`src/rtl/fvsc_pkg.sv`:
```
// Shared types, constants and the sine table generator for the stereo chorus.
// No dependencies; every other file but fvsc_ram refers to this package by scoped names.
package fvsc_pkg;

    localparam int NUM_VOICES = 4;
    localparam int VOICE_W    = 2;
    localparam int SAMPLE_W   = 24;
    localparam int SINE_W     = 16;
    localparam int PHASE_W    = 32;
    localparam int BASE_W     = 12;
    localparam int STEP_W     = 24;
    localparam int CFG_ADDR_W = 3;
    localparam int CFG_DATA_W = 24;
    localparam int FRAC_W     = 8;

    // modulation depth in Q24, delay in Q8
    localparam int M_W        = 21;
    localparam int D8_W       = 21;
    localparam int PROD_M_W   = 37;
    localparam logic [M_W-1:0] M_LOW  = 21'd16777;
    localparam logic [M_W-1:0] M_SPAN = 21'd1660944;

    // datapath widths after interpolation, weighting and summing
    localparam int MIX_W  = 33;
    localparam int WGT_W  = 16;
    localparam int PROD_W = 50;
    localparam int ACC_W  = 52;

    localparam int QUEUE_DEPTH = 4;
    localparam int QUEUE_PTR_W = 2;

    localparam logic [BASE_W-1:0] BASE_RESET [NUM_VOICES] =
        '{12'd1132, 12'd1440, 12'd1728, 12'd1344};
    localparam logic [STEP_W-1:0] STEP_RESET [NUM_VOICES] =
        '{24'd58161, 24'd51003, 24'd42950, 24'd39370};
    localparam logic [WGT_W-1:0] VOICE_WEIGHT [NUM_VOICES] =
        '{16'd32768, 16'd32768, 16'd22938, 16'd18678};

    localparam logic [VOICE_W-1:0] LAST_VOICE = 2'd3;

    typedef enum logic [CFG_ADDR_W-1:0] {
        REG_BASE_ONE   = 3'd0,
        REG_BASE_TWO   = 3'd1,
        REG_BASE_THREE = 3'd2,
        REG_BASE_FOUR  = 3'd3,
        REG_STEP_ONE   = 3'd4,
        REG_STEP_TWO   = 3'd5,
        REG_STEP_THREE = 3'd6,
        REG_STEP_FOUR  = 3'd7
    } t_cfg_index;

    typedef enum logic [2:0] {
        F_IDLE,
        F_SINE,
        F_MOD,
        F_DLY,
        F_PUSH
    } t_front_state;

    typedef enum logic [2:0] {
        B_IDLE,
        B_ADDR_B,
        B_MIX,
        B_WEIGHT,
        B_ACC
    } t_back_state;

    // one ring tap request, less its address
    typedef struct packed {
        logic [VOICE_W-1:0] voice;
        logic               valid_a;
        logic               valid_b;
        logic [FRAC_W-1:0]  frac;
    } t_tap_ctl;

    // Quarter-wave odd polynomial in Q30; evaluated at elaboration only.
    function automatic logic signed [SINE_W-1:0] sine_entry(input int unsigned k,
                                                          input int unsigned bits);
        longint unsigned t, quad, r, x, x2, p, s, mag;
        logic signed [SINE_W-1:0] res;
        t    = (longint'(k) << (32 - bits)) & 64'hFFFF_FFFF;
        quad = t >> 30;
        r    = t & 64'h3FFF_FFFF;
        if (quad[0]) r = 64'd1073741824 - r;
        x    = (r * 64'd1686629713) >> 30;
        x2   = (x * x) >> 30;
        p    = 64'd1073741824 - x2 / 72;
        p    = 64'd1073741824 - ((x2 * p) >> 30) / 42;
        p    = 64'd1073741824 - ((x2 * p) >> 30) / 20;
        p    = 64'd1073741824 - ((x2 * p) >> 30) / 6;
        s    = (x * p) >> 30;
        mag  = (s * 64'd32767 + 64'd536870912) >> 30;
        if (mag > 64'd32767) mag = 64'd32767;
        res  = SINE_W'(mag);
        if (quad >= 2) res = -res;
        return res;
    endfunction

endpackage

```
`src/rtl/fvsc_back.sv`:
```
// Back end: reads two ring taps per request, interpolates, weights and sums
// the voices, then rounds and saturates into the output register.
// Depends on fvsc_pkg.
module fvsc_back #(
    parameter int RING_DEPTH = 4096
) (
    input  logic                                 i_clk,
    input  logic                                 i_rst_n,
    input  logic                                 i_queue_empty,
    input  fvsc_pkg::t_tap_ctl                   i_tap_ctl,
    input  logic [$clog2(RING_DEPTH)-1:0]        i_tap_addr,
    output logic                                 o_pop,
    output logic [$clog2(RING_DEPTH)-1:0]        o_ring_raddr,
    input  logic signed [fvsc_pkg::SAMPLE_W-1:0] i_left_rdata,
    input  logic signed [fvsc_pkg::SAMPLE_W-1:0] i_right_rdata,
    output logic                                 o_busy,
    output logic                                 o_out_valid,
    input  logic                                 i_out_stall,
    output logic signed [fvsc_pkg::SAMPLE_W-1:0] o_left_out,
    output logic signed [fvsc_pkg::SAMPLE_W-1:0] o_right_out
);

    localparam int RING_BITS = $clog2(RING_DEPTH);
    localparam int SW = fvsc_pkg::SAMPLE_W;

    fvsc_pkg::t_back_state r_state, n_state;
    fvsc_pkg::t_tap_ctl    r_ctl;
    logic [RING_BITS-1:0]  r_a;
    logic signed [SW-1:0]  r_xl, r_xr;
    logic signed [fvsc_pkg::MIX_W-1:0]  r_il, r_ir;
    logic signed [fvsc_pkg::PROD_W-1:0] r_wl, r_wr;
    logic signed [fvsc_pkg::ACC_W-1:0]  r_acc_l, r_acc_r;
    logic                   r_out_valid;
    logic signed [SW-1:0]   r_left, r_right;

    logic signed [SW-1:0]   w_yl, w_yr;
    logic signed [9:0]      w_ka, w_kb;
    logic signed [SW+9:0]   w_pla, w_plb, w_pra, w_prb;
    logic signed [fvsc_pkg::WGT_W:0]    w_wgt;
    logic signed [fvsc_pkg::ACC_W-1:0]  w_sum_l, w_sum_r;
    logic                   w_last, w_load;

    function automatic logic signed [SW-1:0] round_sat(
            input logic signed [fvsc_pkg::ACC_W-1:0] acc);
        logic signed [fvsc_pkg::ACC_W-1:0] sh;
        sh = (acc + (fvsc_pkg::ACC_W'(1) <<< 22)) >>> 23;
        if (sh > fvsc_pkg::ACC_W'(signed'(24'sh7FFFFF))) return 24'sh7FFFFF;
        if (sh < fvsc_pkg::ACC_W'(signed'(24'sh800000))) return 24'sh800000;
        return sh[SW-1:0];
    endfunction

    // interpolation and weighting
    assign w_yl    = r_ctl.valid_b ? i_left_rdata  : '0;
    assign w_yr    = r_ctl.valid_b ? i_right_rdata : '0;
    assign w_ka    = $signed({1'b0, 9'(9'd256 - {1'b0, r_ctl.frac})});
    assign w_kb    = $signed({2'b00, r_ctl.frac});
    assign w_pla   = r_xl * w_ka;
    assign w_plb   = w_yl * w_kb;
    assign w_pra   = r_xr * w_ka;
    assign w_prb   = w_yr * w_kb;
    assign w_wgt   = $signed({1'b0, fvsc_pkg::VOICE_WEIGHT[r_ctl.voice]});
    assign w_sum_l = ((r_ctl.voice == '0) ? '0 : r_acc_l) + fvsc_pkg::ACC_W'(r_wl);
    assign w_sum_r = ((r_ctl.voice == '0) ? '0 : r_acc_r) + fvsc_pkg::ACC_W'(r_wr);
    assign w_last  = (r_ctl.voice == fvsc_pkg::LAST_VOICE);

    // next state
    always_comb begin
        n_state = r_state;
        unique case (r_state)
            fvsc_pkg::B_IDLE:   if (!i_queue_empty) n_state = fvsc_pkg::B_ADDR_B;
            fvsc_pkg::B_ADDR_B: n_state = fvsc_pkg::B_MIX;
            fvsc_pkg::B_MIX:    n_state = fvsc_pkg::B_WEIGHT;
            fvsc_pkg::B_WEIGHT: n_state = fvsc_pkg::B_ACC;
            fvsc_pkg::B_ACC: begin
                if (!w_last || !(r_out_valid && i_out_stall)) n_state = fvsc_pkg::B_IDLE;
            end
            default: n_state = fvsc_pkg::B_IDLE;
        endcase
    end

    // outputs
    always_comb begin
        o_pop        = (r_state == fvsc_pkg::B_IDLE) && !i_queue_empty;
        o_ring_raddr = (r_state == fvsc_pkg::B_IDLE) ? i_tap_addr : r_a + 1'b1;
        o_busy       = (r_state != fvsc_pkg::B_IDLE);
        w_load       = (r_state == fvsc_pkg::B_ACC) && w_last
                       && !(r_out_valid && i_out_stall);
    end

    always_ff @(posedge i_clk) begin
        if (!i_rst_n) begin
            r_state     <= fvsc_pkg::B_IDLE;
            r_out_valid <= 1'b0;
        end else begin
            r_state <= n_state;
            if (w_load) r_out_valid <= 1'b1;
            else if (!i_out_stall) r_out_valid <= 1'b0;
        end
    end

    always_ff @(posedge i_clk) begin
        if (o_pop) begin
            r_ctl <= i_tap_ctl;
            r_a   <= i_tap_addr;
        end
        if (r_state == fvsc_pkg::B_ADDR_B) begin
            r_xl <= r_ctl.valid_a ? i_left_rdata  : '0;
            r_xr <= r_ctl.valid_a ? i_right_rdata : '0;
        end
        if (r_state == fvsc_pkg::B_MIX) begin
            r_il <= fvsc_pkg::MIX_W'(w_pla + w_plb);
            r_ir <= fvsc_pkg::MIX_W'(w_pra + w_prb);
        end
        if (r_state == fvsc_pkg::B_WEIGHT) begin
            // full product width: both operands extend to the register width
            r_wl <= r_il * w_wgt;
            r_wr <= r_ir * w_wgt;
        end
        if ((r_state == fvsc_pkg::B_ACC) && !w_last) begin
            r_acc_l <= w_sum_l;
            r_acc_r <= w_sum_r;
        end
        if (w_load) begin
            r_left  <= round_sat(w_sum_l);
            r_right <= round_sat(w_sum_r);
        end
    end

    assign o_out_valid = r_out_valid;
    assign o_left_out  = r_left;
    assign o_right_out = r_right;

endmodule

```
`config.mk`:
```
export PLATFORM = sky130hd
export DESIGN_NAME = fvsc_back
export DESIGN_NICKNAME = d
export VERILOG_FILES = /design/src/rtl/fvsc_pkg.sv /design/src/rtl/fvsc_back.sv
export SDC_FILE = /design/constraint.sdc
export NUM_CORES = 2
export LEC_CHECK = 0
export BUFFER_PORTS_ARGS = -buffer_cell sky130_fd_sc_hd__buf_2
export CAP_MARGIN = 20
export CORE_AREA = 4 4 398 400
export CTS_CLUSTER_DIAMETER = 60
export DETAILED_ROUTE_END_ITERATION = 10
export DIE_AREA = 0 0 402 404
export PLACE_DENSITY = 0.71
export SLEW_MARGIN = 20
export SYNTH_ARGS = -nofsm -noshare
export SYNTH_HDL_FRONTEND = slang
export SYNTH_SLANG_ARGS = --single-unit
```
`constraint.sdc`:
```
create_clock -name i_clk -period 8.6 [get_ports i_clk]
set_input_delay 0.86 -clock i_clk [delete_from_list [all_inputs] [get_ports i_clk]]
set_output_delay 0.86 -clock i_clk [all_outputs]
set_load 0.005 [all_outputs]
```
==> impl_metrics.py <==
metrics = {
    "run_status": {
        "status": "completed",
    },
    "setup_path": {
        "required_time_of_the_critical_path_ns": 9.00,
        "worst_setup_end_kind": "flip-flop",
        "crit_path_top_delay_cell": "sky130_fd_sc_hd__fa_1",
        "crit_path_frequent_cell": "sky130_fd_sc_hd__fa_1",
        "setup.worst_path.start_class": "flip-flop",
        "max_stage_delay_ns": 0.52,
        "critical_path_peak_fanout": 6,
        "worst_r2r_path_depth": 29,
        "setup.worst_path.class": "reg2reg",
        "cp_data_arrival_time_ns": 8.59,
    },
    "floorplanning": {
        "fp.dieH_um": 404,
        "floorplan.initialDensity_pct": 49.7,
        "dieWidth_um": 402,
        "std_cell_rows": 145,
        "io_pins": 139,
        "floorplan.die_area_sq_um": 162000,
        "core_area_sq_um": 155000,
    },
    "synthesis": {
        "yosys_warnings": 0,
        "synth.area.top_cells": "sky130_fd_sc_hd__fa_1, sky130_fd_sc_hd__edfxtp_1, sky130_fd_sc_hd__ha_1, sky130_fd_sc_hd__inv_1, sky130_fd_sc_hd__and2_1",
        "synth_cells": 8167,
        "yosys.area.top_type_share_pct": 36.6,
        "synthXorXnorAreaFrac_pct": 3.75,
        "synth_edf_count": 386,
        "synth.yosys.seq_area_share_pct": 15.1,
        "postSynth.topFlopCell": "sky130_fd_sc_hd__edfxtp_1",
        "synthArstFlopShare_pct": 0,
        "synth_seq_cells": 390,
        "post_synth_mux_area_share_pct": 0.0810,
        "fraction_of_the_mapped_netlist_area_in_simple_logic_gates_pct": 12.9,
        "synth_compound_gate_area_share_pct": 7.20,
        "syn_area_per_cell_sq_um": 9.45,
        "leading_area_contributor_after_synthesis": "sky130_fd_sc_hd__fa_1",
        "yosys.area_share.adder_pct": 48.9,
        "synth.cells.most_frequent": "sky130_fd_sc_hd__inv_1, sky130_fd_sc_hd__fa_1, sky130_fd_sc_hd__ha_1",
        "synthesis.area_sq_um": 77200,
        "combinational_family_with_the_most_area_after_synthesis": "adder cells",
        "number_of_distinct_standard_cells_referenced_by_the_synthesized_netlist": 96,
        "yosysMostFrequentCell": "sky130_fd_sc_hd__inv_1",
    },
    "global_routing": {
        "globalRouteTotalUtil_pct": 22.6,
        "initial_antenna_violation_count": 10,
        "grt_start_max_net_pins": 83,
        "grt.overflow.total": 0,
        "first_global_vias": 56800,
        "grt_first_pass_wirelength_um": 298000,
    },
    "sta": {
        "worst_pin_slew_ns": 1.04,
        "hold_viol": 0,
        "slew_viol_final": 0,
        "fin_setup_tns_ns": 0,
        "timing.fmax_ghz": 0.122,
        "worst_slew_margin_relative_to_its_limit_pct": 30.4,
        "setup_viol": 0,
        "period_share_pct": 95.2,
        "min_cycle_time_layout_ns": 8.19,
        "skew_ns": 0.0287,
    },
    "clocking": {
        "cts.htree.levels": 2,
        "ctsLongestPathBuffers": 3,
        "tritoncts_clock_tree": "built",
        "cts_sinks": 390,
        "cts.root.buffer_cell": "sky130_fd_sc_hd__clkbuf_16",
        "clkSlewWorstSetupHoldPaths_ns": 0.05,
        "clk-insertion-delay-late_ns": 0.67,
        "tritoncts.num_buffers": 59,
        "hold_buf_count_cts": 0,
    },
    "placement": {
        "placed_cells_incl_taps": 10200,
        "finalWeightedCongestion": 0.932,
        "total_of_buffers_placed_on_input_and_output_ports": 138,
        "detailedPlacementHpwl_um": 153000,
    },
    "detailed_routing": {
        "number_of_iterations_in_the_first_detailed_routing_pass": 6,
        "avgRoutedWirePerCell_um": 17.4,
        "drcViolationCount": 0,
        "drt-vias-per-instance": 5.19,
        "final_wirelength_um": 179000,
        "route.antenna.remaining_nets": 0,
        "routed-via-count": 53400,
        "iteration_0_drc_markers": 3415,
    },
    "min_path": {
        "holdCritPathClass": "in2reg",
        "timing.hold.worst_path_depth": 1,
    },
    "layout": {
        "multiInputGateArea_sq_um": 56600,
        "post_route_cells_drive_above_1_share_pct": 5.09,
        "growth_of_design_area_from_synthesis_to_finish_pct": 6.62,
        "final-seq-area_sq_um": 11700,
        "n_fill_cell": 14200,
        "final_nets": 10400,
        "layout_cells_excl_fill": 10300,
    },
    "job": {
        "drv.max_cap_violation_count": 0,
    },
}
==> sequential cells by signal (all words and copies together), names as in the netlist <==
signal and count:
r_xr 24, r_acc_l 51, r_state 3, r_acc_r 51
o_out_valid 1, r_ir 33, o_right_out 24, r_ctl 12
r_wl 49, o_left_out 24, r_wr 49, r_xl 24
r_il 33, r_a 12
==> layout by cell type, fill, tap and decap left out, types with 33 or more instances in the layout <==
master                      netlist  routed
sky130_fd_sc_hd__edfxtp_1       386     386
sky130_fd_sc_hd__and2_1         412     412
sky130_fd_sc_hd__o21ai_0        208     205
sky130_fd_sc_hd__buf_4            4      73
sky130_fd_sc_hd__ha_1           756     755
sky130_fd_sc_hd__inv_1         2171    2170
sky130_fd_sc_hd__nand3_1        112     112
sky130_fd_sc_hd__buf_2           14     138
sky130_fd_sc_hd__nor3_1          53      52
sky130_fd_sc_hd__clkbuf_16        0      59
sky130_fd_sc_hd__a21o_1         114     114
sky130_fd_sc_hd__o21bai_1        33      33
sky130_fd_sc_hd__nand4_1         40      40
sky130_fd_sc_hd__o21a_1          36      36
sky130_fd_sc_hd__nor2_1         197     195
sky130_fd_sc_hd__nand2b_1        38      38
sky130_fd_sc_hd__nor2b_1        131     131
sky130_fd_sc_hd__xor2_1         100      98
sky130_fd_sc_hd__nand2_1        678     676
sky130_fd_sc_hd__a21oi_1        238     236
sky130_fd_sc_hd__fa_1          1412    1412
sky130_fd_sc_hd__xnor2_1        227     223
sky130_fd_sc_hd__and3_1         169     169
==> per-layer routing <==
layer | up-vias | wire [um] | track usage [%]
li1 | 25100 | - | -
met1 | 26300 | 85300 | 34.2
met2 | 1694 | 74800 | 33.3
met3 | 259 | 14800 | 5.31
met4 | 6 | 3770 | 4.68
met5 | - | 41 | 0
==> logic make-up after synthesis <==
| logic type | count (synthesis) |
|---|---|
| compound gates | 863 |
| xor+xnor | 329 |
| fa+ha+maj | 2168 |
| buf+inv | 2458 |
| flops | 390 |
| mux | 6 |
| other cells | 2 |
| simple gates | 1951 |
==> final timing paths <==
check | from | endpoint | slack, ns
setup / recovery | r_ctl[0]$_DFFE_PP_ | r_il[32]$_DFFE_PN_ | 0.41
hold / removal | i_tap_ctl[10] | r_ctl[10]$_DFFE_PP_ | 0.37
setup reg to reg | r_ctl[0]$_DFFE_PP_ | r_il[32]$_DFFE_PN_ | 0.41
hold reg to reg | o_out_valid$_SDFFE_PN0P_ | o_out_valid$_SDFFE_PN0P_ | 0.54
==> metrics by stage <==
step | hold WS (ns) | area (sq um) | setup WS [ns] | util, %
global placement | 0.529 | 80100 | 0.284 | 51.6
CTS | 0.310 | 82100 | 0.0510 | 52.8
detailed placement | 0.536 | 80100 | 0.112 | 51.6
finish | 0.366 | 82300 | 0.410 | 53.0
floorplan | 0.495 | 77300 | 0.427 | -
global route | 0.330 | 82300 | -0.00519 | 53.0
==> area by class of cell <==
cell class | count | area share [%]
multi-input combinational | 5339 | 68.7
sequential | 390 | 14.2
inverter | 2172 | 9.91
tap | 2058 | 3.13
clock buffer | 62 | 1.81
timing repair buffer | 220 | 1.65
clock inverter | 46 | 0.596
antenna | 2 | 0.00608
==> critical path, delay by kind of cell, from the launching register on <==
kind | cells | cell delay, ns
adders and majority gates | 8 | 3.58
AOI/OAI and AO/OA | 9 | 2.26
and+or+nand+nor | 4 | 0.82
buffers and inverters | 6 | 0.52
DFF | 1 | 0.42
xor gates and xnor gates | 2 | 0.34
==> repair_timing <==
action | CTS | global route
setup buffers | 0 | 9
resized for setup | 0 | 35
endpoints found under the setup margin | 0 | 22
Power is not shown: default switching activity piles up to over one toggle a cycle in this logic, so the estimate is an artifact.
