$ cat config.mk
export PLATFORM = sky130hd
export DESIGN_NAME = fvsc_queue
export DESIGN_NICKNAME = d
export VERILOG_FILES = /design/src/rtl/fvsc_pkg.sv /design/src/rtl/fvsc_queue.sv
export SDC_FILE = /design/constraint.sdc
export NUM_CORES = 1
export LEC_CHECK = 0
export BUFFER_PORTS_ARGS = -buffer_cell sky130_fd_sc_hd__buf_2
export CORE_MARGIN = 2
export CORE_UTILIZATION = 45
export DETAILED_ROUTE_END_ITERATION = 8
export PLACE_DENSITY = 0.67
export SLEW_MARGIN = 20
export SYNTH_ARGS = -nofsm -noshare
export SYNTH_HDL_FRONTEND = slang
export SYNTH_SLANG_ARGS = --single-unit
$ cat constraint.sdc
create_clock -name i_clk -period 1.9 [get_ports i_clk]
set_input_delay 0 -clock i_clk [delete_from_list [all_inputs] [get_ports i_clk]]
set_output_delay 0 -clock i_clk [all_outputs]
set_load 0.05 [all_outputs]
$ cat src/rtl/fvsc_pkg.sv
// Shared types, constants and the sine table generator for the stereo chorus.
// No dependencies; every other file but fvsc_ram refers to this package by scoped names.
package fvsc_pkg;

    localparam int NUM_VOICES = 4;
    localparam int VOICE_W    = 2;
    localparam int SAMPLE_W   = 24;
    localparam int SINE_W     = 16;
    localparam int PHASE_W    = 32;
    localparam int BASE_W     = 12;
    localparam int STEP_W     = 24;
    localparam int CFG_ADDR_W = 3;
    localparam int CFG_DATA_W = 24;
    localparam int FRAC_W     = 8;

    // modulation depth in Q24, delay in Q8
    localparam int M_W        = 21;
    localparam int D8_W       = 21;
    localparam int PROD_M_W   = 37;
    localparam logic [M_W-1:0] M_LOW  = 21'd16777;
    localparam logic [M_W-1:0] M_SPAN = 21'd1660944;

    // datapath widths after interpolation, weighting and summing
    localparam int MIX_W  = 33;
    localparam int WGT_W  = 16;
    localparam int PROD_W = 50;
    localparam int ACC_W  = 52;

    localparam int QUEUE_DEPTH = 4;
    localparam int QUEUE_PTR_W = 2;

    localparam logic [BASE_W-1:0] BASE_RESET [NUM_VOICES] =
        '{12'd1132, 12'd1440, 12'd1728, 12'd1344};
    localparam logic [STEP_W-1:0] STEP_RESET [NUM_VOICES] =
        '{24'd58161, 24'd51003, 24'd42950, 24'd39370};
    localparam logic [WGT_W-1:0] VOICE_WEIGHT [NUM_VOICES] =
        '{16'd32768, 16'd32768, 16'd22938, 16'd18678};

    localparam logic [VOICE_W-1:0] LAST_VOICE = 2'd3;

    typedef enum logic [CFG_ADDR_W-1:0] {
        REG_BASE_ONE   = 3'd0,
        REG_BASE_TWO   = 3'd1,
        REG_BASE_THREE = 3'd2,
        REG_BASE_FOUR  = 3'd3,
        REG_STEP_ONE   = 3'd4,
        REG_STEP_TWO   = 3'd5,
        REG_STEP_THREE = 3'd6,
        REG_STEP_FOUR  = 3'd7
    } t_cfg_index;

    typedef enum logic [2:0] {
        F_IDLE,
        F_SINE,
        F_MOD,
        F_DLY,
        F_PUSH
    } t_front_state;

    typedef enum logic [2:0] {
        B_IDLE,
        B_ADDR_B,
        B_MIX,
        B_WEIGHT,
        B_ACC
    } t_back_state;

    // one ring tap request, less its address
    typedef struct packed {
        logic [VOICE_W-1:0] voice;
        logic               valid_a;
        logic               valid_b;
        logic [FRAC_W-1:0]  frac;
    } t_tap_ctl;

    // Quarter-wave odd polynomial in Q30; evaluated at elaboration only.
    function automatic logic signed [SINE_W-1:0] sine_entry(input int unsigned k,
                                                          input int unsigned bits);
        longint unsigned t, quad, r, x, x2, p, s, mag;
        logic signed [SINE_W-1:0] res;
        t    = (longint'(k) << (32 - bits)) & 64'hFFFF_FFFF;
        quad = t >> 30;
        r    = t & 64'h3FFF_FFFF;
        if (quad[0]) r = 64'd1073741824 - r;
        x    = (r * 64'd1686629713) >> 30;
        x2   = (x * x) >> 30;
        p    = 64'd1073741824 - x2 / 72;
        p    = 64'd1073741824 - ((x2 * p) >> 30) / 42;
        p    = 64'd1073741824 - ((x2 * p) >> 30) / 20;
        p    = 64'd1073741824 - ((x2 * p) >> 30) / 6;
        s    = (x * p) >> 30;
        mag  = (s * 64'd32767 + 64'd536870912) >> 30;
        if (mag > 64'd32767) mag = 64'd32767;
        res  = SINE_W'(mag);
        if (quad >= 2) res = -res;
        return res;
    endfunction

endpackage

$ cat src/rtl/fvsc_queue.sv
// Small show-ahead queue of tap requests between front and back.
// Depends on fvsc_pkg for depth constants.
module fvsc_queue #(
    parameter int WIDTH = 24
) (
    input  logic             i_clk,
    input  logic             i_rst_n,
    input  logic             i_push,
    input  logic [WIDTH-1:0] i_data,
    output logic             o_full,
    input  logic             i_pop,
    output logic [WIDTH-1:0] o_data,
    output logic             o_empty
);

    logic [WIDTH-1:0] r_slot [fvsc_pkg::QUEUE_DEPTH];
    logic [fvsc_pkg::QUEUE_PTR_W-1:0] r_wr, r_rd;
    logic [fvsc_pkg::QUEUE_PTR_W:0]   r_count;

    assign o_full  = (r_count == (fvsc_pkg::QUEUE_PTR_W + 1)'(fvsc_pkg::QUEUE_DEPTH));
    assign o_empty = (r_count == '0);
    assign o_data  = r_slot[r_rd];

    always_ff @(posedge i_clk) begin
        if (i_push && !o_full) begin
            r_slot[r_wr] <= i_data;
        end
    end

    always_ff @(posedge i_clk) begin
        if (!i_rst_n) begin
            r_wr    <= '0;
            r_rd    <= '0;
            r_count <= '0;
        end else begin
            if (i_push && !o_full) r_wr <= r_wr + 1'b1;
            if (i_pop && !o_empty) r_rd <= r_rd + 1'b1;
            unique case ({i_push && !o_full, i_pop && !o_empty})
                2'b10:   r_count <= r_count + 1'b1;
                2'b01:   r_count <= r_count - 1'b1;
                default: r_count <= r_count;
            endcase
        end
    end

endmodule

==> results_dict.tcl, run 1 <==
set metrics [dict create \
    fin_skew_ps 12.1 \
    coreArea_um2 8640 \
    slowest_stage "dfxtp_4" \
    start_kind "flip-flop" \
    cap_violations 0 \
    final_nets 310 \
    hold_end "r_wr[0]" \
    port-buffer-count 53 \
    vias 1951 \
    ant_nets 0 \
    clk_latency_ps 350 \
    swShare_pct 34.2 \
    drtIter0Drc 70 \
    critPathLaunch "r_count[0]" \
    required_ps 2190 \
    rows 34 \
    synth_top_area_cell "edfxtp_1" \
    rr_endpoint "r_count[2]" \
    crit_path_cell_trace "nor3b_4 -> nor2b_1 -> inv_2 -> ha_4 -> inv_2 -> fa_2 -> xor2_1 -> or3_1 -> a21boi_1" \
    tns_ps 0 \
    rsz0062_at_grt "yes" \
    die_h_um 98.1 \
    worst_pin_slew_ps 366 \
    cts.sinks 105 \
    instances_no_fill 389 \
    avgSynthCellArea_um2 22.1 \
    wirelength_um 6360 \
    wl_per_cell_um 16.3 \
    drtPass1Iterations 4 \
    synth_top_area_share_pct 72.4 \
    grt_overflow 0 \
    r2r_slack_ps 30 \
    worstPathMaxFanout 4 \
    peakVddDrop_mv 0.713 \
    drive_gt1_share_pct 43.1 \
    ys_seq_area_share_pct 76.9 \
    worstSetupEndpointType "flip-flop" \
    path_class "reg -> reg" \
    final.period_utilization_pct 98.3 \
    areaGrowthSynthToFinish_pct 25.1 \
    rr_startpoint "r_count[0]" \
    min-delay-start "i_push" \
    syn_nets 214 \
    synth_cell_type_count 24 \
    cts_buffers 9 \
    htreeDepth 3 \
    place_congestion 0.696 \
    dpl.cell_count 346 \
    synth_cells 180 \
    cts_buffer_depth 2 \
    status "finished clean" \
    num_antenna_cells 0 \
    slew_viol_final 0 \
    max_slew_margin_pct 75.6 \
    fmax_mhz 536 \
    antenna_found_initial 0 \
    post-cts-setup-buffers 0 \
    hold_path_depth 4 \
    power.switching_mw 2.29 \
    period_minus_slack_ps 1870 \
    die_w_um 98.1 \
    power_frac_comb_pct 34.6 \
    slowest_delay_ps 380 \
    grt_max_degree 25 \
    cpMostUsedCell "inv_2" \
    floorplan.die_area_um2 9620 \
    cts-root-buf "clkbuf_8" \
    dp_hpwl_um 4020 \
    worstHoldPathType "in -> reg" \
    cts_tree "yes" \
    hold_viol 0 \
    syn_area_um2 3980 \
    start_util_pct 46.1 \
    yosysWarnings 0 \
    via_per_inst 5.02 \
    grt_pass1_vias 1994 \
    ios 54 \
    p_leak_nw 1.72 \
    setup_viol 0 \
    synthArstFlopShare_pct 0 \
    r2r_cells 9 \
    grt_pass1_wl_um 10200 \
    synth_area_leaders "edfxtp_1 72%, mux4_2 14%, dfxtp_1 4.5%, ha_1 1.6%, buf_12 1.0%" \
    synth_seq_cells 105 \
    globalRouteTotalUtil_pct 14.2 \
    p_per_area_nw_per_um2 1340 \
    mostFrequentLayoutCells "96 x edfxtp_1, 53 x buf_2, 27 x dlygate4sd3_1" \
    clkTransAtPathRegs_ps 100 \
    drc 0 \
    synth-edff-count 96 \
    synthFlopType "edfxtp_1" \
    crit_arrival_ps 2150 \
    final_common_cell "edfxtp_1" \
    clkPwrFrac_pct 21.9 \
    intPower_mw 4.40 \
    seq_power_share_pct 43.6 \
]
registers in the layout (all words and copies together), names as in the netlist, named ones only:
signal   cells
r_rd         2
r_slot      96
r_count      3
r_wr         2
metal layers:
metal | track usage (%) | up-vias | share of wire, %
li1 | - | 912 | -
met1 | 17.8 | 978 | 43
met2 | 23.8 | 55 | 51
met3 | 4.80 | 6 | 5.1
met4 | 4.17 | 0 | 0.93
met5 | 0 | - | 0
synthesized netlist by cell type, drive strengths merged, types with 2 or more instances:
cell type and number:
mux2i 2, clkbuf 2, edfxtp 96, o21ai 5, nor2b 2, ha 5, or3 2, mux4 24
buf 6, dfxtp 9, a21boi 2, and2 6, nand2 7, inv 6
logic make-up after synthesis:
group	Yosys count	synth area share (%)
flops	105	76.9
mux	26	14.1
compound gates	7	1.00
buf+inv	14	2.45
xor+xnor	2	0.440
fa+ha+maj	6	2.07
simple gates	20	3.08
critical path: cells and delay by family (launching register included):
kind | cells | cell delay [ps]
adder cells (fa/ha/maj) | 2 | 450
XOR/XNOR | 1 | 150
buffers and inverters | 2 | 100
AND/OR/NAND/NOR | 3 | 590
AO/OA/AOI/OAI | 1 | 120
flip-flops | 1 | 380
area by class of cell:
| cell class | instances | area, µm² |
|---|---|---|
| sequential | 105 | 3070 |
| clock inverter | 7 | 101 |
| timing repair buffer | 93 | 671 |
| clock buffer | 9 | 124 |
| tap | 108 | 135 |
| multi-input combinational | 61 | 858 |
| fill | 655 | 3650 |
| inverter | 6 | 22.5 |
repair_timing:
item | CTS | global route
hold endpoints to repair | 105 | 0
gates resized for setup | 2 | 1
hold buffers | 27 | 0
setup endpoints to repair | 1 | 1
worst max path at each step:
stage                      end
finish              r_count[2]
global route        r_count[2]
CTS                 r_count[2]
detailed placement  r_count[2]
global placement    r_count[2]
floorplan           r_count[2]
per-stage QoR:
| stage | setup WS [ps] | util (%) | total power [mW] | hold WS [ps] | area, µm² |
|---|---|---|---|---|---|
| global route | -70.6 | 57.7 | 7.01 | 177 | 4980 |
| finish | 33.0 | 57.7 | 6.69 | 187 | 4980 |
| floorplan | -404 | - | 4.76 | 98.9 | 4020 |
| CTS | 4.17 | 57.7 | 6.79 | 174 | 4980 |
| detailed placement | -65.8 | 51.9 | 5.25 | 217 | 4480 |
| global placement | 36.5 | 51.9 | 5.22 | 215 | 4480 |
power by group through the flow:
stage / Combinational (mW) / Sequential (mW) / Clock [mW]
2_1_floorplan: 1.83 / 2.93 / 0
3_3_place_gp: 2.27 / 2.95 / 0
3_5_place_dp: 2.29 / 2.96 / 0
4_1_cts: 2.36 / 2.91 / 1.51
5_1_grt: 2.46 / 2.93 / 1.61
6_report: 2.31 / 2.91 / 1.46
(Power assumes the default switching activity.)
==> inputs of run 2 (changes only) <==
--- a/config.mk
+++ b/config.mk
@@ -9,7 +9,7 @@
 export CORE_MARGIN = 2
 export CORE_UTILIZATION = 45
 export DETAILED_ROUTE_END_ITERATION = 8
-export PLACE_DENSITY = 0.67
+export PLACE_DENSITY = 0.65
 export SLEW_MARGIN = 20
 export SYNTH_ARGS = -nofsm -noshare
 export SYNTH_HDL_FRONTEND = slang
==> constraint.sdc (replaced) <==
create_clock -name i_clk -period 2.3 [get_ports i_clk]
set_input_delay 0 -clock i_clk [delete_from_list [all_inputs] [get_ports i_clk]]
set_output_delay 0 -clock i_clk [all_outputs]
set_load 0.05 [all_outputs]
==> run 2 against run 1 <==
  * Global-route usage hardly changed
  * Clock power is 16% lower
  * Flip-flop and latch count stayed put
  * Maximum frequency is 7.8% lower
  * Hold slack better by 4.3 ps
  * Power is 18% lower
  * Register-to-register slack better by 240 ps
  * Worst setup slack better by 240 ps
  * Combinational power is 22% lower
  * Highest routed layer unchanged
==> results_dict.tcl, run 2 (synthesis gave the netlist of run 1 again) <==
set metrics [dict create \
    coreArea_um2 8640 \
    p_per_area_nw_per_um2 1110 \
    dpl.cell_count 344 \
    highest_layer "met4" \
    htreeDepth 3 \
    via_per_inst 4.93 \
    die_h_um 98.1 \
    grt_pass1_vias 2059 \
    drc 0 \
    final_nets 307 \
    instances_no_fill 386 \
    antenna_found_initial 0 \
    max_slew_margin_pct 81.2 \
    filler_cell_count 654 \
    cts-resized-gates 0 \
    seqCellArea_um2 3070 \
    final.setup.worst_slack_ps 275 \
    rows 34 \
    worstPathMaxFanout 5 \
    multiInputGateArea_um2 851 \
    place_congestion 0.748 \
    slew_viol_final 0 \
    fin_skew_ps 10.0 \
    required_ps 2580 \
    mostFrequentLayoutCells "96 x edfxtp_1, 53 x buf_2, 26 x dlygate4sd3_1" \
    ant_nets 0 \
    grt_pass1_wl_um 10300 \
    path_class "reg -> reg" \
    final_common_cell "edfxtp_1" \
    fin_util_pct 57.1 \
    start_util_pct 46.1 \
    place_ws_ps 293 \
    worst_pin_slew_ps 282 \
    peakVddDrop_mv 0.605 \
    p_leak_nw 1.71 \
    final.period_utilization_pct 88.0 \
    tns_ps 0 \
    floorplan.die_area_um2 9620 \
    worstSetupEndpointType "flip-flop" \
    largest_reg_flops 96 \
    grt_max_degree 22 \
    cts_buffer_depth 2 \
    cts.sinks 105 \
    dp_hpwl_um 4170 \
    vias 1902 \
    crit_arrival_ps 2310 \
    met3_length_um 247 \
    globalRouteTotalUtil_pct 14.2 \
    port-buffer-count 53 \
    ios 54 \
    period_minus_slack_ps 2030 \
    cap_violations 0 \
    start_kind "flip-flop" \
    rsz0062_at_grt "no" \
    drtIter0Drc 85 \
    status "finished clean" \
    clkTransAtPathRegs_ps 90 \
    routed-wl-met2_um 3250 \
    cts_buffers 9 \
    die_w_um 98.1 \
    worstHoldPathType "in -> reg" \
    cts_tree "yes" \
    clk_latency_ps 360 \
    top_regs "r_slot: 96 flops, r_count: 3 flops" \
    grt_overflow 0 \
    drtPass1Iterations 4 \
    wirelength_um 6420 \
    setup_viol 0 \
    drive_gt1_share_pct 40.3 \
    cts-root-buf "clkbuf_8" \
    hold_viol 0 \
    areaGrowthSynthToFinish_pct 23.9 \
    drt-met1-wl_um 2900 \
    wl_per_cell_um 16.6 \
    fmax_mhz 494 \
    num_antenna_cells 0 \
    top_register "r_slot" \
]
[run 2: repair_timing]
item	4_1_cts	5_1_grt
hold endpoints to repair	105	0
setup endpoints to repair	0	0
setup buffers	0	0
hold buffers	26	0
[run 2: per-layer routing]
metal / up-vias / GRT usage (%)
met5: - / 0
met4: 0 / 3.85
met3: 2 / 4.65
met2: 41 / 24.0
met1: 953 / 17.8
li1: 906 / -
[run 2: report_power, final]
part | switching (mW) | internal, mW | total [mW]
clock network | 0.601 | 0.623 | 1.22
registers | 0.121 | 2.31 | 2.43
logic | 1.16 | 0.649 | 1.81
[run 2: area by class of cell]
type | instances | area share, %
Clock buffer | 9 | 2.51
Clock inverter | 7 | 2.03
Inverter | 6 | 0.456
Multi-Input combinational cell | 61 | 17.2
Sequential cell | 105 | 62.2
Tap cell | 108 | 2.74
Timing Repair Buffer | 90 | 12.8
[run 2: worst paths after layout]
check / from / end / slack, ps / cells after the start
worst max-delay path: r_count[1] / r_count[2] / 270 / 8
worst min-delay path: i_push / r_wr[1] / 190 / 4
worst max register to register: r_count[1] / r_count[2] / 270 / 8
worst min register to register: r_rd[0] / flip-flop / 500 / 2
[run 2: per-stage QoR]
stage / power (mW) / hold slack (ps) / instance area (µm²)
after floorplan: 3.92 / 98.9 / 4020
after global placement: 4.26 / 217 / 4450
after detailed placement: 4.28 / 219 / 4450
after CTS: 5.54 / 174 / 4930
after global routing: 5.73 / 187 / 4930
final: 5.47 / 192 / 4930
[run 2: worst max-delay path, cell delays in order (launching register included)]
cell,delay (ps)
dfxtp_1,480
nor3_4,90
nor2b_1,260
ha_4,190
inv_1,50
fa_2,330
xor2_1,150
or3_1,300
a21boi_1,120
==> inputs of run 3 (changes only) <==
--- a/config.mk
+++ b/config.mk
@@ -6,7 +6,6 @@
 export NUM_CORES = 1
 export LEC_CHECK = 0
 export BUFFER_PORTS_ARGS = -buffer_cell sky130_fd_sc_hd__buf_2
-export CORE_MARGIN = 2
 export CORE_UTILIZATION = 45
 export DETAILED_ROUTE_END_ITERATION = 8
 export PLACE_DENSITY = 0.65
==> run 3 against run 2 <==
  * Maximum frequency down 0.43%
  * First-iteration DRC count shrank 47%
  * Worst setup slack worse by 8.8 ps
  * Sequential power hardly changed
  * Via count grew 1.3%
  * Critical path type unchanged
==> results_dict.tcl, run 3 (synthesis gave the netlist of run 1 again) <==
set metrics [dict create \
    drtPass1Iterations 4 \
    die_w_um 96.1 \
    top_regs "r_slot: 96 flops, r_count: 3 flops" \
    largest_reg_flops 96 \
    place_congestion 0.640 \
    ant_nets 0 \
    top_register "r_slot" \
    place_ws_ps 282 \
    vias 1927 \
    rows 33 \
    final.period_utilization_pct 88.4 \
    period_minus_slack_ps 2030 \
    intPower_mw 3.37 \
    power_frac_comb_pct 35.0 \
    peakVddDrop_mv 0.810 \
    coreArea_um2 8380 \
    drc 0 \
    slew_viol_final 0 \
    start_kind "flip-flop" \
    multiInputGateArea_um2 851 \
    required_ps 2590 \
    power.switching_mw 1.91 \
    filler_cell_count 625 \
    final_nets 309 \
    cts-resized-gates 0 \
    swShare_pct 36.2 \
    worstSetupEndpointType "flip-flop" \
    via_per_inst 5.01 \
    post-cts-setup-buffers 0 \
    fin_skew_ps 11.6 \
    grt_pass1_wl_um 10200 \
    seq_power_share_pct 45.5 \
    grt_pass1_vias 2011 \
    crit_path_cell_trace "nor3_4 -> nor2b_1 -> ha_4 -> inv_1 -> fa_2 -> xor2_1 -> or3_1 -> a21boi_1" \
    cts-root-buf "clkbuf_8" \
    ios 54 \
    worst_pin_slew_ps 447 \
    max_slew_margin_pct 70.2 \
    die_h_um 96.1 \
    areaGrowthSynthToFinish_pct 22.8 \
    wl_per_cell_um 17.3 \
    globalRouteTotalUtil_pct 15.9 \
    final_area_um2 4890 \
    worstPathMaxFanout 5 \
    cts_buffer_depth 2 \
    floorplan.die_area_um2 9230 \
    num_antenna_cells 0 \
    dpl.cell_count 343 \
    clkPwrFrac_pct 19.5 \
    fmax_mhz 492 \
    seqCellArea_um2 3070 \
    port-buffer-count 53 \
    p_leak_nw 1.69 \
    dp_hpwl_um 4260 \
    cts.sinks 105 \
    antenna_found_initial 0 \
    drtIter0Drc 45 \
    grt_max_degree 25 \
    clkTransAtPathRegs_ps 90 \
    grt_overflow 0 \
    status "finished clean" \
    wirelength_um 6670 \
    crit_arrival_ps 2320 \
    worstHoldPathType "in -> reg" \
    htreeDepth 3 \
    tns_ps 0 \
    cap_violations 0 \
    start_util_pct 47.5 \
    drive_gt1_share_pct 40.4 \
    p_per_area_nw_per_um2 1080 \
    instances_no_fill 385 \
    slowest_delay_ps 480 \
    setup_viol 0 \
    rsz0062_at_grt "no" \
    cts_buffers 9 \
    path_class "reg -> reg" \
    final.setup.worst_slack_ps 266 \
    dpl-instance-area_um2 4450 \
    hold_viol 0 \
    cts_tree "yes" \
    clk_latency_ps 360 \
    final_common_cell "edfxtp_1" \
    mostFrequentLayoutCells "96 x edfxtp_1, 53 x buf_2, 26 x dlygate4sd3_1" \
    slowest_stage "dfxtp_1" \
]
## run 3: cell types whose count changed in the layout (fill, tap and decap cells not counted), sizes merged
cell / delta
buf: +2
clkbuf: +1
inv: -1
clkinvlp: +1
clkinv: +1
bufinv: -2
## run 3: power groups by stage
stage,logic [mW],clock network (mW),registers [mW]
3_5_place_dp,1.84,0,2.45
3_3_place_gp,1.82,0,2.44
5_1_grt,1.98,1.13,2.42
2_1_floorplan,1.50,0,2.42
4_1_cts,1.88,1.06,2.41
6_report,1.85,1.03,2.40
## run 3: layer usage
layer  global-route usage, %  part of all wire, %  wire length (µm)
met3                    3.55                  2.8               190
met1                    19.7                   44              2910
met5                       0                    0                 0
met2                    26.7                   53              3500
met4                    7.09                 0.97                65
## run 3: what timing repair did
item / 4_1_cts / 5_1_grt
setup endpoints to repair: 0 / 0
hold endpoints to repair: 105 / 0
hold buffers: 26 / 0
## run 3: through the flow
step	utilization (%)	power [mW]	hold slack (ps)
2_1_floorplan	-	3.92	98.9
3_3_place_gp	53.1	4.26	219
3_5_place_dp	53.1	4.29	220
4_1_cts	58.4	5.34	168
5_1_grt	58.4	5.53	198
6_report	58.4	5.28	187
## run 3: path summary, 6_finish.rpt
| path | start | end | slack (ps) | cells after the start |
|---|---|---|---|---|
| max reg2reg | r_count[1] | r_count[2] | 270 | 8 |
| min | i_push | r_wr[1] | 190 | 4 |
| max | r_count[1] | r_count[2] | 270 | 8 |
| min reg2reg | r_rd[1] | r_rd[1] | 500 | 2 |
## run 3: critical path, delay by kind of cell (launching register included)
| kind | cells | cell delay, ps |
|---|---|---|
| buf+inv | 1 | 50 |
| fa+ha+maj | 2 | 510 |
| simple gates | 3 | 670 |
| xor+xnor | 1 | 150 |
| compound gates | 1 | 120 |
| flops | 1 | 480 |
## run 3: area by class of cell
class / count / share of cell area, %
Sequential cell: 105 / 62.8
Multi-Input combinational cell: 61 / 17.4
Timing Repair Buffer: 92 / 13.0
Tap cell: 105 / 2.69
Clock buffer: 10 / 2.61
Clock inverter: 6 / 1.10
Inverter: 6 / 0.460
